`src/hdl/bap_pkg.sv`:
```
// ----------------------------------------------------------------------------
// bap_pkg
// Shared widths, register codes and types of the block average pixelate unit.
// ----------------------------------------------------------------------------
package bap_pkg;

    localparam int MAX_WIDTH    = 2048;
    localparam int MAX_BLOCK    = 64;
    localparam int MIN_BLOCK    = 4;
    localparam int HEIGHT_LIMIT = 2048;

    localparam int SUM_DEPTH = MAX_WIDTH / MIN_BLOCK;
    localparam int COL_W     = $clog2(SUM_DEPTH);
    localparam int BLK_LOG   = $clog2(MAX_BLOCK);

    localparam int PIX_W  = 8;
    localparam int SEG_W  = PIX_W + BLK_LOG;
    localparam int SUM_W  = PIX_W + 2 * BLK_LOG;
    localparam int AREA_W = 2 * BLK_LOG + 1;
    localparam int BS_W   = BLK_LOG + 1;
    localparam int OFS_W  = BLK_LOG;
    localparam int DIM_W  = $clog2(HEIGHT_LIMIT) + 1;
    localparam int POS_W  = $clog2(MAX_WIDTH);
    localparam int CFG_W  = 12;
    localparam int CFG_IDX_W = 2;

    localparam int Q_STEPS = PIX_W;
    localparam int STEP_W  = $clog2(Q_STEPS);

    localparam int JOB_DEPTH = 4;
    localparam int JOB_AW    = $clog2(JOB_DEPTH);

    localparam logic [CFG_IDX_W-1:0] REG_BLOCK_SIZE   = 2'd0;
    localparam logic [CFG_IDX_W-1:0] REG_IMAGE_WIDTH  = 2'd1;
    localparam logic [CFG_IDX_W-1:0] REG_IMAGE_HEIGHT = 2'd2;

    localparam logic [BS_W-1:0]  BS_RESET = BS_W'(20);
    localparam logic [DIM_W-1:0] W_RESET  = DIM_W'(640);
    localparam logic [DIM_W-1:0] H_RESET  = DIM_W'(480);
    localparam logic [BS_W-1:0]  BS_MIN   = BS_W'(MIN_BLOCK);
    localparam logic [BS_W-1:0]  BS_MAX   = BS_W'(MAX_BLOCK);
    localparam logic [DIM_W-1:0] W_MAX    = DIM_W'(MAX_WIDTH);
    localparam logic [DIM_W-1:0] H_MAX    = DIM_W'(HEIGHT_LIMIT);

    typedef struct packed {
        logic [BS_W-1:0]  block_size;
        logic [DIM_W-1:0] width;
        logic [DIM_W-1:0] height;
    } t_cfg;

    // one horizontal run of a block inside one line
    typedef struct packed {
        logic [COL_W-1:0]       bcol;
        logic [COL_W-1:0]       brow;
        logic                   first;
        logic                   last;
        logic                   done;
        logic [2:0][SEG_W-1:0]  seg;
    } t_job;

    typedef struct packed {
        logic [2:0][PIX_W-1:0] avg;
        logic [COL_W-1:0]      bcol;
        logic [COL_W-1:0]      brow;
        logic                  done;
    } t_result;

    typedef enum logic [1:0] {
        S_IDLE,
        S_ACC,
        S_DIV,
        S_OUT
    } t_back_state;

endpackage

```
`src/hdl/bap_back.sv`:
```
// ----------------------------------------------------------------------------
// bap_back
// Adds block runs into the column sums and divides finished blocks by area.
// ----------------------------------------------------------------------------
module bap_back (
    input  logic                               i_clk,
    input  logic                               i_rst_n,
    input  logic [bap_pkg::AREA_W-1:0]         i_area,
    input  bap_pkg::t_job                      i_job_head,
    input  logic                               i_job_empty,
    output logic                               o_job_pop,
    output logic                               o_ram_we,
    output logic [bap_pkg::COL_W-1:0]          o_ram_waddr,
    output logic [3*bap_pkg::SUM_W-1:0]        o_ram_wdata,
    output logic [bap_pkg::COL_W-1:0]          o_ram_raddr,
    input  logic [3*bap_pkg::SUM_W-1:0]        i_ram_rdata,
    output logic                               o_res_valid,
    output bap_pkg::t_result                   o_res,
    input  logic                               i_res_pop
);
    import bap_pkg::*;

    localparam int DV_W = SUM_W + 1;

    t_back_state          r_state, n_state;
    t_job                 r_job;
    logic [2:0][SUM_W-1:0] r_rem;
    logic [2:0][PIX_W-1:0] r_q;
    logic [STEP_W-1:0]    r_step;
    logic                 r_out_valid;
    t_result              r_out;

    logic [2:0][SUM_W-1:0] sum;
    logic [DV_W-1:0]       dvs;
    logic [2:0]            fits;
    logic                  out_load;

    always_comb begin
        dvs = DV_W'(i_area) << r_step;
        for (int c = 0; c < 3; c++) begin
            sum[c] = r_job.first ? SUM_W'(r_job.seg[c])
                                 : i_ram_rdata[c*SUM_W +: SUM_W] + SUM_W'(r_job.seg[c]);
            fits[c] = (DV_W'(r_rem[c]) >= dvs);
        end
    end

    assign o_ram_raddr = i_job_head.bcol;
    assign o_ram_waddr = r_job.bcol;
    assign o_ram_wdata = sum;
    assign o_res_valid = r_out_valid;
    assign o_res       = r_out;

    always_ff @(posedge i_clk) begin
        if (!i_rst_n) begin
            r_state <= S_IDLE;
        end else begin
            r_state <= n_state;
        end
    end

    always_comb begin
        n_state   = r_state;
        o_job_pop = 1'b0;
        o_ram_we  = 1'b0;
        out_load  = 1'b0;
        unique case (r_state)
            S_IDLE: begin
                if (!i_job_empty) begin
                    o_job_pop = 1'b1;
                    n_state   = S_ACC;
                end
            end
            S_ACC: begin
                o_ram_we = 1'b1;
                n_state  = r_job.last ? S_DIV : S_IDLE;
            end
            S_DIV: begin
                if (r_step == '0) begin
                    n_state = S_OUT;
                end
            end
            S_OUT: begin
                if (!r_out_valid || i_res_pop) begin
                    out_load = 1'b1;
                    n_state  = S_IDLE;
                end
            end
            default: n_state = S_IDLE;
        endcase
    end

    always_ff @(posedge i_clk) begin
        if (o_job_pop) begin
            r_job <= i_job_head;
        end
        if (r_state == S_ACC) begin
            r_rem  <= sum;
            r_q    <= '0;
            r_step <= STEP_W'(Q_STEPS - 1);
        end else if (r_state == S_DIV) begin
            for (int c = 0; c < 3; c++) begin
                if (fits[c]) begin
                    r_rem[c]       <= SUM_W'(DV_W'(r_rem[c]) - dvs);
                    r_q[c][r_step] <= 1'b1;
                end
            end
            r_step <= r_step - 1'b1;
        end
        if (out_load) begin
            r_out.avg  <= r_q;
            r_out.bcol <= r_job.bcol;
            r_out.brow <= r_job.brow;
            r_out.done <= r_job.done;
        end
    end

    always_ff @(posedge i_clk) begin
        if (!i_rst_n) begin
            r_out_valid <= 1'b0;
        end else if (out_load) begin
            r_out_valid <= 1'b1;
        end else if (i_res_pop) begin
            r_out_valid <= 1'b0;
        end
    end

    a_div_bound: assert property (@(posedge i_clk) disable iff (!i_rst_n)
        (r_state == S_DIV && !$isunknown(r_rem)) |->
        ((SUM_W+BS_W)'(r_rem[0]) < ((SUM_W+BS_W)'(i_area) << ((STEP_W+1)'(r_step) + 1'b1))))
        else $error("divider remainder out of range");
    a_run_only: assert property (@(posedge i_clk) disable iff (!i_rst_n)
        (r_state == S_ACC && !r_job.last) |=> (r_state == S_IDLE))
        else $error("non-final run entered divide");
    a_out_wait: assert property (@(posedge i_clk) disable iff (!i_rst_n)
        (r_state == S_OUT && !out_load) |=> (r_out_valid && r_state == S_OUT))
        else $error("result lost while waiting");

endmodule

```
`config.mk`:
```
export PLATFORM = sky130hd
export DESIGN_NAME = bap_back
export DESIGN_NICKNAME = d
export VERILOG_FILES = /design/src/hdl/bap_pkg.sv /design/src/hdl/bap_back.sv
export SDC_FILE = /design/constraint.sdc
export NUM_CORES = 1
export LEC_CHECK = 0
export ABC_AREA = 1
export BUFFER_PORTS_ARGS = -buffer_cell sky130_fd_sc_hd__buf_4
export CAP_MARGIN = 10
export CELL_PAD_IN_SITES_DETAIL_PLACEMENT = 0
export CELL_PAD_IN_SITES_GLOBAL_PLACEMENT = 1
export CORE_MARGIN = 2
export CORE_UTILIZATION = 44
export CTS_BUF_LIST = sky130_fd_sc_hd__clkbuf_16
export DETAILED_ROUTE_END_ITERATION = 10
export HOLD_SLACK_MARGIN = 0.15
export MAX_ROUTING_LAYER = met4
export PLACE_DENSITY = 0.91
export SYNTH_ARGS = -nofsm -noshare
export SYNTH_HDL_FRONTEND = slang
export SYNTH_SLANG_ARGS = --single-unit
```
`constraint.sdc`:
```
create_clock -name i_clk -period 10.85 [get_ports i_clk]
set_input_delay 2.17 -clock i_clk [delete_from_list [all_inputs] [get_ports i_clk]]
set_output_delay 2.17 -clock i_clk [all_outputs]
set_load 0.005 [all_outputs]
```
[Yosys cells after proc, flatten, opt, wreduce, memory -nomap -nowiden]
Index checks and enable logic that the tools add are counted.
Word-level totals
  flip-flop bits (word level): 196
  bits of input ports: 140
  output and inout bits: 124
  word-level logic and storage cells: 84
Cells by class
  $add $sub $neg: 7
  $lt $le $gt $ge: 5
  eq/ne operators: 6
  shift-type cells: 1
  mux-type cells: 22
  bitwise operators: 3
  reductions and logical operators: 17
Operators with widths (count)
  $mux 20: 6
  $mux 60: 2
  $ge 20x21->1: 3
  $add 20x14->20: 3
  $sub 20x20->20: 3
  $or 8x8->8: 3
  $shl 13x3->21: 1
  $reduce_and 2->1: 6
  $reduce_bool 2->1: 5
  $mux 1: 8
  $mux 2: 4
  $pmux 2 s4: 1
  $ne 2x2->1 const B: 3
  $eq 2x2->1 const B: 2
  $lt 3x4->1 const B: 1
  $demux 1 s3: 1
  $ge 3x1->1 const B: 1
  $logic_not 3->1: 1
  $reduce_and 3->1: 1
  $sub 3x1->3 const B: 1
  $eq 2x1->1 const B: 1
  $logic_not 2->1: 1
  $logic_and 1x1->1: 1
  $logic_not 1->1: 1
  $logic_or 1x1->1: 1

[Logic depth before layout (Yosys ltp)]
Gate-level depths: netlist (run 1).
  depth after elaboration: 5
  depth in mapped cells: 20
  gate-level depth less buffers: 19

[Least setup slack after synthesis (run 1)]
Ideal clock, no wire load.
  path kind: input-to-output
  from: input i_job_empty
  to: output o_job_pop
  data arrival time: 4.858 ns
  required time: 8.680 ns
  slack: 3.822 ns
  stages: 1
  path buffers: 0
  cell sequence: nor2_1
Between the ends
  longest elaborated chain between the ends: 2
Ends and longest elaborated chain
  start, declared: RTL line bap_back.sv:10  | input logic i_job_empty,
  $mux 1: RTL line bap_back.sv:68  | if (!i_job_empty) begin
  $mux 1: RTL line bap_back.sv:66  | unique case (r_state)
  end, declared: RTL line bap_back.sv:11  | output logic o_job_pop,
No other way between the ends.

[Worst setup path in the final report (run 1)]
  from: input i_ram_rdata[20] (netlist bit)
  to: output o_ram_wdata[38] (netlist bit)
Between the ends
  longest elaborated chain between the ends: 2
Ends and longest elaborated chain
  start, declared: RTL line bap_back.sv:16  | input logic [3*bap_pkg::SUM_W-1:0] i_ram_rdata,
  $add 20x14->20: RTL line bap_back.sv:42  | : i_ram_rdata[c*SUM_W +: SUM_W] + SUM_W'(r_job.seg[c]);
  $mux 20: RTL line bap_back.sv:41  | sum[c] = r_job.first ? SUM_W'(r_job.seg[c])
  end, declared: RTL line bap_back.sv:14  | output logic [3*bap_pkg::SUM_W-1:0] o_ram_wdata,
No other way between the ends.

==> metrics.txt, run 1 <==
Synth Area in XOR/XNOR=1.89%; Synth Area in Adders=9.98%; Yosys top cell area share=33.5%; Port Buffers=263; # diodes=0; Die H=188 um; most numerous cell in the Yosys netlist=nand2_1; clock sinks=196; Resize count post-CTS=0; hold path endpoint=o_res[7]; Mapped Area=14900 um2; post-synthesis sequential area ratio=37.6%; Reg-to-Reg Start=r_step[0]; overall overflow remaining after global route=0; Yosys top cell by area=edfxtp_1; via count=14300; H-tree Lvls=4; Final Max Slew Viols=0; Max Cap Violations=0; Design Area, Final=17700 um2; DR iter-0 viols=1193; cell mode on critical path=nand3_1; Post-synth EDFFs=166; yosys warns=0; largest family of logic cells by synthesized area=simple AND/OR/NAND/NOR gates; global placement routability congestion=0.935; mux contribution to synthesized area=0.135%; TritonCTS clock tree=yes; Tmin final=6170 ps; Core Area=33400 um2; worst endpoint required time=8680 ps; FF-to-FF setup slack=5740 ps; dominant synthesized flop cell=edfxtp_1; Synth Area in Simple Gates=34.3%; fin crit share=56.8%; largest net degree at the start of global routing=65; Setup Fix Bufs, Post-CTS=0; clock root buffer=clkbuf_16; starting density of the core=44.6%; routed wire length=45.7 mm; Worst R2R Path Depth=15; die area=35300 um2; final clock skew=16.3 ps; clock buffers created by TritonCTS=17; status=completed; ANT nets after route=0; most frequent cells after synthesis=nand2_1 (731), inv_1 (249), nand3_1 (182); DRC Markers=0; Pre-antenna DRT Iters=5; largest cells by area after synthesis=edfxtp_1 (34%), nand2_1 (18%), ha_1 (9.2%), inv_1 (6.3%), nand3_1 (6.1%); dpl cell area=17200 um2; CTS max path bufs=2; f_max=0.162 GHz; worst-path fanout max=3; first-pass GRT wire length=71.5 mm; Critical Path Source Type=input port; register clock-pin slew on the reported worst setup and hold paths=80 ps; Synth Area in Compound Gates=7.62%; CP peak stage delay=400 ps; number of hold violations in the final report=0; Layout area overhead=19.2%; crit end category=output pin; Placement Setup Slack=4690 ps; setup TNS=0 ps; antenna violations before repair=0; ys async rst share=0%; Die X=188 um; HP Start=r_job[51]; Core Rows=67; Setup Viol. Count Final=0; r2r endpoint=r_rem[22]; Cells on Worst Hold Path=0; Final #Nets=2563; wire per inst=16.5 um; worst-margin pin slew=1120 ps; Max rail drop VDD=0.000138 V; clk_lat worst skew=460 ps; Hold-fix buffers, CTS=0; PwrDens=176 nW/um2; Slowest-stage cell, CP=fa_1; Synth Register Bits=196; Leak=8.62 nW; vias in the first global route=13400; syn_nets=2333; final worst setup slack=4680 ps; Syn Inst Count=2078; kind of critical path=in -> out; layout cells sized above 1=14.7%; Global Route Usage Sum=26.7%; Cell Chain, Critical Path=buf_4 > ha_1 > fa_1 > nand3_1 > inv_1 > nand2_1 > nand3_1 > nand3_1 > nand2_1 > nand3_1 > nand2_1 > nor2_1 > buf_4; Hold Crit Class=reg -> reg; CP arrival=4000 ps; hpwl dp=36.5 mm; max_slew headroom=24.3%; Syn Area/Cell=7.15 um2; synth unique cells=45; # IOs=264; RSZ-0062 raised after global routing=no; DR vias/cell=5.15
-- registers in the layout (all words and copies together) (netlist names), named ones only --
name and cells:
o_ram_waddr 9, o_res 43, o_res_valid 1, r_job 54, r_q 24, r_rem 60
r_state 1, r_step 3
-- routing by layer --
metal / global-route usage, % / up-vias / routed length, um
li1: - / 7248 / -
met1: 36.8 / 6545 / 21500
met2: 41.8 / 442 / 20800
met3: 3.95 / 39 / 2700
met4: 5.72 / 0 / 684
met5: - / - / 0
-- report_power, final --
group	switching, W	internal, W	total [W]	leakage [nW]
sequential	0.0000391	0.000961	0.00100	1.80
combinational	0.000953	0.000536	0.00149	6.55
clock	0.000321	0.000303	0.000625	0.273
total	0.00131	0.00180	0.00311	8.62
-- cell usage in the layout, fill, tap and decap left out, drive strengths merged --
master,n
o31ai,1
nand3b,20
o21ai,75
inv,258
a31oi,7
ha,109
buf,269
a211oi,1
and2,9
nand3,184
xor2,20
o21bai,13
nor2,181
nor4,2
nand4,35
o22ai,1
fa,6
a21o,7
o21a,1
dfxtp,30
clkinvlp,2
or2,23
nor3,21
clkinv,6
xnor2,12
a21oi,106
mux2i,2
nand2,737
edfxtp,166
clkbuf,17
-- worst max path at each step --
stage                         start         endpoint  slack (ps)  cells past startpoint
floorplan               i_job_empty        o_job_pop        3820                      1
global route        i_ram_rdata[20]  o_ram_wdata[38]        4490                     13
detailed placement  i_ram_rdata[20]  o_ram_wdata[38]        4690                     13
finish              i_ram_rdata[20]  o_ram_wdata[38]        4680                     13
CTS                 i_ram_rdata[20]  o_ram_wdata[38]        4690                     13
global placement    i_ram_rdata[20]  o_ram_wdata[38]        4680                     13
-- kinds of logic after synthesis --
logic type / count (synthesis)
multiplexers: 2
AO/OA/AOI/OAI: 212
XOR/XNOR: 32
buffers and inverters: 309
AND/OR/NAND/NOR: 1212
flip-flops: 196
adder cells (fa/ha/maj): 115
-- cell type report --
class	instances	area, um2
repair buffers	269	2020
clock inverters	15	139
inverters	251	942
clock buffers	17	425
fillers	3310	15600
well taps	448	561
multi-input cells	1573	8050
flip-flops and latches	196	5590
-- worst max-delay path: cells and delay by family --
family	cells	cell delay, ps
and+or+nand+nor	8	870
adders and majority gates	2	630
buffers and inverters	3	310
-- stage by stage --
| stage | total power [W] | instances | hold slack (ps) | utilization (%) |
|---|---|---|---|---|
| 2_1_floorplan | 0.00206 | 2078 | 400 | - |
| 3_3_place_gp | 0.00247 | 2737 | 400 | 51.4 |
| 3_5_place_dp | 0.00248 | 2737 | 405 | 51.4 |
| 4_1_cts | 0.00312 | 2769 | 423 | 53.1 |
| 5_1_grt | 0.00336 | 2769 | 432 | 53.1 |
| 6_report | 0.00311 | 2769 | 423 | 53.1 |
Note: power is estimated with default switching activity, not from simulation.
==> inputs of run 2 (changes only) <==
--- a/config.mk
+++ b/config.mk
@@ -5,18 +5,18 @@
 export SDC_FILE = /design/constraint.sdc
 export NUM_CORES = 1
 export LEC_CHECK = 0
-export ABC_AREA = 1
+export ABC_AREA = 0
 export BUFFER_PORTS_ARGS = -buffer_cell sky130_fd_sc_hd__buf_4
 export CAP_MARGIN = 10
 export CELL_PAD_IN_SITES_DETAIL_PLACEMENT = 0
 export CELL_PAD_IN_SITES_GLOBAL_PLACEMENT = 1
 export CORE_MARGIN = 2
-export CORE_UTILIZATION = 44
+export CORE_UTILIZATION = 39
 export CTS_BUF_LIST = sky130_fd_sc_hd__clkbuf_16
 export DETAILED_ROUTE_END_ITERATION = 10
 export HOLD_SLACK_MARGIN = 0.15
 export MAX_ROUTING_LAYER = met4
-export PLACE_DENSITY = 0.91
+export PLACE_DENSITY = 0.82
 export SYNTH_ARGS = -nofsm -noshare
 export SYNTH_HDL_FRONTEND = slang
 export SYNTH_SLANG_ARGS = --single-unit
==> constraint.sdc (replaced) <==
create_clock -name i_clk -period 5.6 [get_ports i_clk]
set_input_delay 1.12 -clock i_clk [delete_from_list [all_inputs] [get_ports i_clk]]
set_output_delay 1.12 -clock i_clk [all_outputs]
set_load 0.005 [all_outputs]
==> metrics.txt, run 2 <==
# IOs=264 (unchanged); Core Area=32500 um2 (-2.5%); f_max=0.203 GHz; commonest cells after routing, fill and taps aside=buf_4 (288), edfxtp_1 (166), nand2_1 (124); Synth Area in Adders=11.5% (+1.5 points); WP buf/inv=2 (-1); worst-path fanout max=3 (unchanged); Synth Register Bits=196 (unchanged); Layout area overhead=24.0%; number of hold violations in the final report=0 (unchanged); Leak=6.57 nW (-24%); Design Area, Final=16000 um2 (-9.8%); post-synthesis sequential area ratio=43.3% (+5.7 points); clock root buffer=clkbuf_16; family with the most delay on the worst path=compound AO/OA/AOI/OAI gates; Hold-fix buffers, CTS=0 (unchanged); Core Rows=66 (-1.5%); Setup Viol. Count Final=0 (unchanged); RSZ-0062 raised after global routing=no; Post-synth EDFFs=166 (unchanged); Port Buffers=263 (unchanged); Resize count post-CTS=0 (unchanged); wire per inst=18.4 um (+12%); kind of critical path=in -> out; Synth Area in Simple Gates=13.1% (-21 points); Pre-antenna DRT Iters=5 (unchanged); Die H=186 um (-1.1%); Layout Cells excl Fill=1978 (-29%); clock sinks=196 (unchanged); Syn Inst Count=1275 (-39%); PwrDens=339 nW/um2 (+93%); commonest non-fill, non-tap cell in the layout=buf_4; Critical Path Source Type=input port; ys async rst share=0% (unchanged); multi-input logic area=6900 um2 (-14%); routed wire length=36.5 mm (-20%); Final Max Slew Viols=0 (unchanged); DRC Markers=0 (unchanged); first-pass GRT wire length=56.1 mm (-22%); Mapped Area=12900 um2 (-13%); fin crit share=87.9%; Synth Area in Compound Gates=18.7% (+11 points); setup TNS=0 ps (unchanged); final clock skew=13.0 ps (-3.28 ps); via count=10600 (-25%); most numerous cell in the Yosys netlist=edfxtp_1; worst endpoint required time=4480 ps (-4200 ps); Reg area=5590 um2 (unchanged); antenna violations before repair=0 (unchanged); Cell Chain, Critical Path=buf_4 > ha_1 > fa_1 > a21o_1 > a221oi_1 > a21oi_1 > o21ai_0 > o21ai_0 > xnor2_1 > nor2_1 > buf_4; H-tree Lvls=4 (unchanged); CP peak stage delay=520 ps (+120 ps); Synth Area in XOR/XNOR=6.52% (+4.6 points); CP arrival=3800 ps (-200 ps); clock buffers created by TritonCTS=17 (unchanged); TritonCTS clock tree=yes; Max Cap Violations=0 (unchanged); most frequent cells after synthesis=edfxtp_1 (166), nand2_1 (124), ha_1 (109); hpwl dp=27.3 mm (-25%); Die X=186 um (-1.1%); Global Route Usage Sum=21.7% (-4.9 points); max FFs per register=60 (unchanged); Yosys top cell area share=38.7% (+5.1 points); synth unique cells=70 (+56%); Slowest-stage cell, CP=a221oi_1; Max rail drop VDD=0.000272 V (+97%); starting density of the core=39.6% (-4.9 points); worst hold slack=424 ps (+1.42 ps); die area=34500 um2 (-2.1%); largest net degree at the start of global routing=69 (+6.2%); Setup Fix Bufs, Post-CTS=0 (unchanged); syn_nets=1530 (-34%); vias in the first global route=10600 (-21%); worst-margin pin slew=893 ps (-230 ps); Hold Crit Class=reg -> reg; DR iter-0 viols=568 (-52%); CTS max path bufs=2 (unchanged); dpl cell area=15300 um2 (-11%); status=completed; register clock-pin slew on the reported worst setup and hold paths=80 ps (about the same); layout cells sized above 1=24.1% (+9.4 points); filler cell count=3151 (-4.8%); Final #Nets=1778 (-31%); overall overflow remaining after global route=0 (unchanged); yosys warns=0 (unchanged); crit end category=output pin; DR vias/cell=5.38 (+4.3%); Tmin final=4920 ps; dpl cells=1946 (-29%); dominant synthesized flop cell=edfxtp_1; Yosys top cell by area=edfxtp_1; mux contribution to synthesized area=3.56% (+3.4 points); ANT nets after route=0 (unchanged); Syn Area/Cell=10.1 um2 (+41%); global placement routability congestion=0.876 (-6.3%); clk_lat worst skew=460 ps (about the same); largest family of logic cells by synthesized area=compound AO/OA/AOI/OAI gates; Largest Register=r_rem; # diodes=0 (unchanged); max_slew headroom=40.4% (+16 points); largest cells by area after synthesis=edfxtp_1 (39%), ha_1 (11%), dfxtp_1 (4.7%), xnor2_1 (4.0%), o21ai_0 (3.8%)
-- run 2: worst paths after layout --
check                           slack [ps]  depth (start not counted)            start              end
worst max-delay path                   680                         11  i_ram_rdata[40]  o_ram_wdata[58]
worst min-delay path                   420                          0        r_job[47]         o_res[3]
worst max register to register        1230                         16        r_step[1]        r_rem[39]
worst min register to register         420                          0        r_job[47]         o_res[3]
-- run 2: cell type report --
class / instances / share of cell area [%]
flip-flops and latches: 196 / 34.9
repair buffers: 288 / 13.5
multi-input cells: 984 / 43.2
clock inverters: 15 / 1.38
inverters: 36 / 0.845
clock buffers: 17 / 2.66
well taps: 442 / 3.46
-- run 2: kinds of logic after synthesis --
family          Yosys count
xor+xnor                 96
compound gates          370
simple gates            362
flops                   196
mux                      41
fa+ha+maj               115
buf+inv                  95
-- run 2: worst register-to-register path, stage by stage, from the launching register on --
cell and delay, ps:
dfxtp_1 750, mux2_2 430, nor2_1 90, a21oi_1 70
mux2i_1 380, buf_4 220, ha_1 290, a21o_1 220
a21o_1 190, a21oi_1 250, o211ai_1 140, a21oi_1 170
o221ai_1 200, a21oi_2 180, buf_4 180, a21boi_1 80
buf_4 250
-- run 2: per-stage QoR --
stage                     worst slack, ps  utilization, %  power (W)
after floorplan                       394               -    0.00343
after global placement                741            47.1    0.00407
after detailed placement              719            47.1    0.00410
after CTS                             721            49.1    0.00545
after global routing                  542            49.1    0.00577
final                                 677            49.1    0.00542
-- run 2: power by group --
part	leakage [nW]	total [W]	internal (W)	switching [W]
sequential	1.81	0.00189	0.00183	0.0000654
combinational	4.45	0.00219	0.000962	0.00123
clock	0.310	0.00133	0.000632	0.000699
-- run 2: per-layer routing --
metal | routed length, um | global-route usage, % | share of wire (%) | up-vias
met2 | 17400 | 34.7 | 48 | 285
li1 | - | - | - | 5265
met1 | 16700 | 28.7 | 46 | 5065
met3 | 1930 | 3.72 | 5.3 | 21
met4 | 428 | 5.45 | 1.2 | 0
met5 | 0 | - | 0 | -
==> inputs of run 3 (changes only) <==
--- a/config.mk
+++ b/config.mk
@@ -13,10 +13,12 @@
 export CORE_MARGIN = 2
 export CORE_UTILIZATION = 39
 export CTS_BUF_LIST = sky130_fd_sc_hd__clkbuf_16
+export CTS_CLUSTER_SIZE = 28
 export DETAILED_ROUTE_END_ITERATION = 10
 export HOLD_SLACK_MARGIN = 0.15
 export MAX_ROUTING_LAYER = met4
-export PLACE_DENSITY = 0.82
+export PLACE_DENSITY_LB_ADDON = 0.1
+export RECOVER_POWER = 50
 export SYNTH_ARGS = -nofsm -noshare
 export SYNTH_HDL_FRONTEND = slang
 export SYNTH_SLANG_ARGS = --single-unit
==> metrics.txt, run 3 (same netlist as run 2, synthesis figures left out) <==
Hold-fix buffers, CTS=0 (unchanged); TritonCTS clock tree=yes; CP startpoint=i_ram_rdata[40]; status=finished, violations left; fin crit share=89.0% (+1.1 points); largest net degree at the start of global routing=74 (+7.2%); FF-to-FF setup slack=990 ps (-240 ps); Hold Crit Class=reg -> reg; wire per inst=18.0 um (-2.5%); clock root buffer=clkbuf_16; DRC Markers=0 (unchanged); Max rail drop VDD=0.000250 V (-8.2%); Layout Cells excl Fill=1977 (-0.051%); Critical Path Source Type=input port; final worst setup slack=617 ps (-60.4 ps); Critical Path End=o_ram_wdata[54]; filler cell count=3131 (-0.63%); clk_lat worst skew=450 ps (about the same); Layout area overhead=23.1%; first-pass GRT wire length=54.6 mm (-2.7%); worst endpoint required time=4480 ps (about the same); setup TNS=0 ps (unchanged); commonest non-fill, non-tap cell in the layout=edfxtp_1; # diodes=0 (unchanged); Setup Viol. Count Final=0 (unchanged); Leak=6.49 nW (-1.3%); CP arrival=3860 ps (+60 ps); Die H=186 um (unchanged); Port Buffers=263 (unchanged); # IOs=264 (unchanged); RSZ-0062 raised after global routing=no; Placement Setup Slack=646 ps (-72.2 ps); antenna violations before repair=0 (unchanged); PwrDens=333 nW/um2 (-1.8%); Global Route Usage Sum=21.3% (-0.42 points); Reg-to-Reg Start=r_step[1]; Die X=186 um (unchanged); clock buffers created by TritonCTS=17 (unchanged); register clock-pin slew on the reported worst setup and hold paths=80 ps (about the same); CP peak stage delay=560 ps (+40 ps); overall overflow remaining after global route=0 (unchanged); commonest cells after routing, fill and taps aside=edfxtp_1 (166), buf_4 (165), nand2_1 (124); Slowest-stage cell, CP=a221oi_1; hpwl dp=26.7 mm (-2.2%); f_max=0.201 GHz (-1.2%); worst-margin pin slew=3330 ps (+2440 ps); Largest Register=r_rem; H-tree Lvls=4 (unchanged); ANT nets after route=0 (unchanged); worst hold slack=423 ps (-1.32 ps); Tmin final=4980 ps (+60.4 ps); max_slew headroom=-122% (-160 points); violated checks=max-capacitance violations, max-slew violations; kind of critical path=in -> out; routed wire length=35.5 mm (-2.6%); Core Area=32500 um2 (unchanged); Final Max Slew Viols=171 (+171); r2r endpoint=r_rem[49]; Cell Chain, Critical Path=buf_4 > ha_1 > fa_1 > a21o_1 > a221oi_1 > a21oi_1 > o2111ai_1 > nand2_1 > xnor2_1 > nor2_1 > buf_4; DR iter-0 viols=651 (+15%); Pre-antenna DRT Iters=7 (+2); Resize count post-CTS=0 (unchanged); dpl cells=1945 (-0.051%); worst-path fanout max=3 (unchanged); layout cells sized above 1=23.3% (-0.83 points); final clock skew=10.2 ps (-2.80 ps); starting density of the core=39.6% (unchanged); clock sinks=196 (unchanged); max FFs per register=60 (unchanged); die area=34500 um2 (unchanged); Final #Nets=1777 (-0.056%); global placement routability congestion=0.849 (-3.1%); cell mode on critical path=buf_4; crit end category=output pin; Worst R2R Path Depth=14 (-2); via count=10500 (-1.4%); Setup Fix Bufs, Post-CTS=0 (unchanged); DR vias/cell=5.31 (-1.3%); Max Cap Violations=4 (+4); Core Rows=66 (unchanged); CTS max path bufs=2 (unchanged); number of hold violations in the final report=0 (unchanged); vias in the first global route=10200 (-3.8%)
==> run 3: cell types whose count changed in the layout (fill, tap and decap cells not counted), moves of 2 or more <==
cell / previous run / this run
inv_12: 5 / 0
buf_4: 288 / 165
clkinv_8: 5 / 0
inv_1: 34 / 36
clkbuf_4: 0 / 114
clkinv_4: 0 / 3
nor2b_1: 17 / 19
inv_6: 3 / 8
nor2b_4: 2 / 0
clkbuf_1: 0 / 7
==> run 3: metrics by stage <==
step | utilization [%] | total power [W] | area [um2]
final | 48.8 | 0.00528 | 15900
after global routing | 48.8 | 0.00564 | 15900
after CTS | 48.9 | 0.00534 | 15900
after detailed placement | 47.2 | 0.00410 | 15300
after global placement | 47.2 | 0.00409 | 15300
after floorplan | - | 0.00343 | 12900
==> run 3: cell type report <==
class / count / area, um2 / share of cell area, %
clock buffers: 18 / 450 / 2.84
clock inverters: 14 / 115 / 0.725
inverters: 36 / 135 / 0.851
multi-input cells: 984 / 6890 / 43.4
flip-flops and latches: 196 / 5590 / 35.2
well taps: 442 / 553 / 3.48
repair buffers: 287 / 2140 / 13.5
==> run 3: worst min-delay path by stage <==
stage / startpoint / endpoint / slack [ps] / cells after the start
2_1_floorplan: r_job[42] / o_res[0] / 400 / 0
3_3_place_gp: r_job[49] / o_res[5] / 400 / 0
3_5_place_dp: r_job[45] / o_res[1] / 410 / 0
4_1_cts: r_job[46] / o_res[2] / 430 / 0
5_1_grt: r_job[49] / o_res[5] / 430 / 0
6_report: r_job[42] / o_res[0] / 420 / 0
==> run 3: where the power goes <==
part           total, W  switching [W]  internal (W)
Sequential      0.00189      0.0000598       0.00183
Clock           0.00121       0.000601      0.000609
Combinational   0.00218        0.00122      0.000958
==> run 3: critical path, delay by kind of cell <==
family,cells,cell delay (ps)
compound gates,4,1380
xor+xnor,1,240
fa+ha+maj,2,660
buf+inv,2,270
simple gates,2,200
==> run 3: metal layers <==
metal  track usage (%)  share of wire, %  vias to the layer above
met5                 -                 0                        -
met4              5.86               1.9                        0
met3              3.89               4.8                       34
met2              34.1                47                      254
met1              27.8                46                     4912
li1                  -                 -                     5291
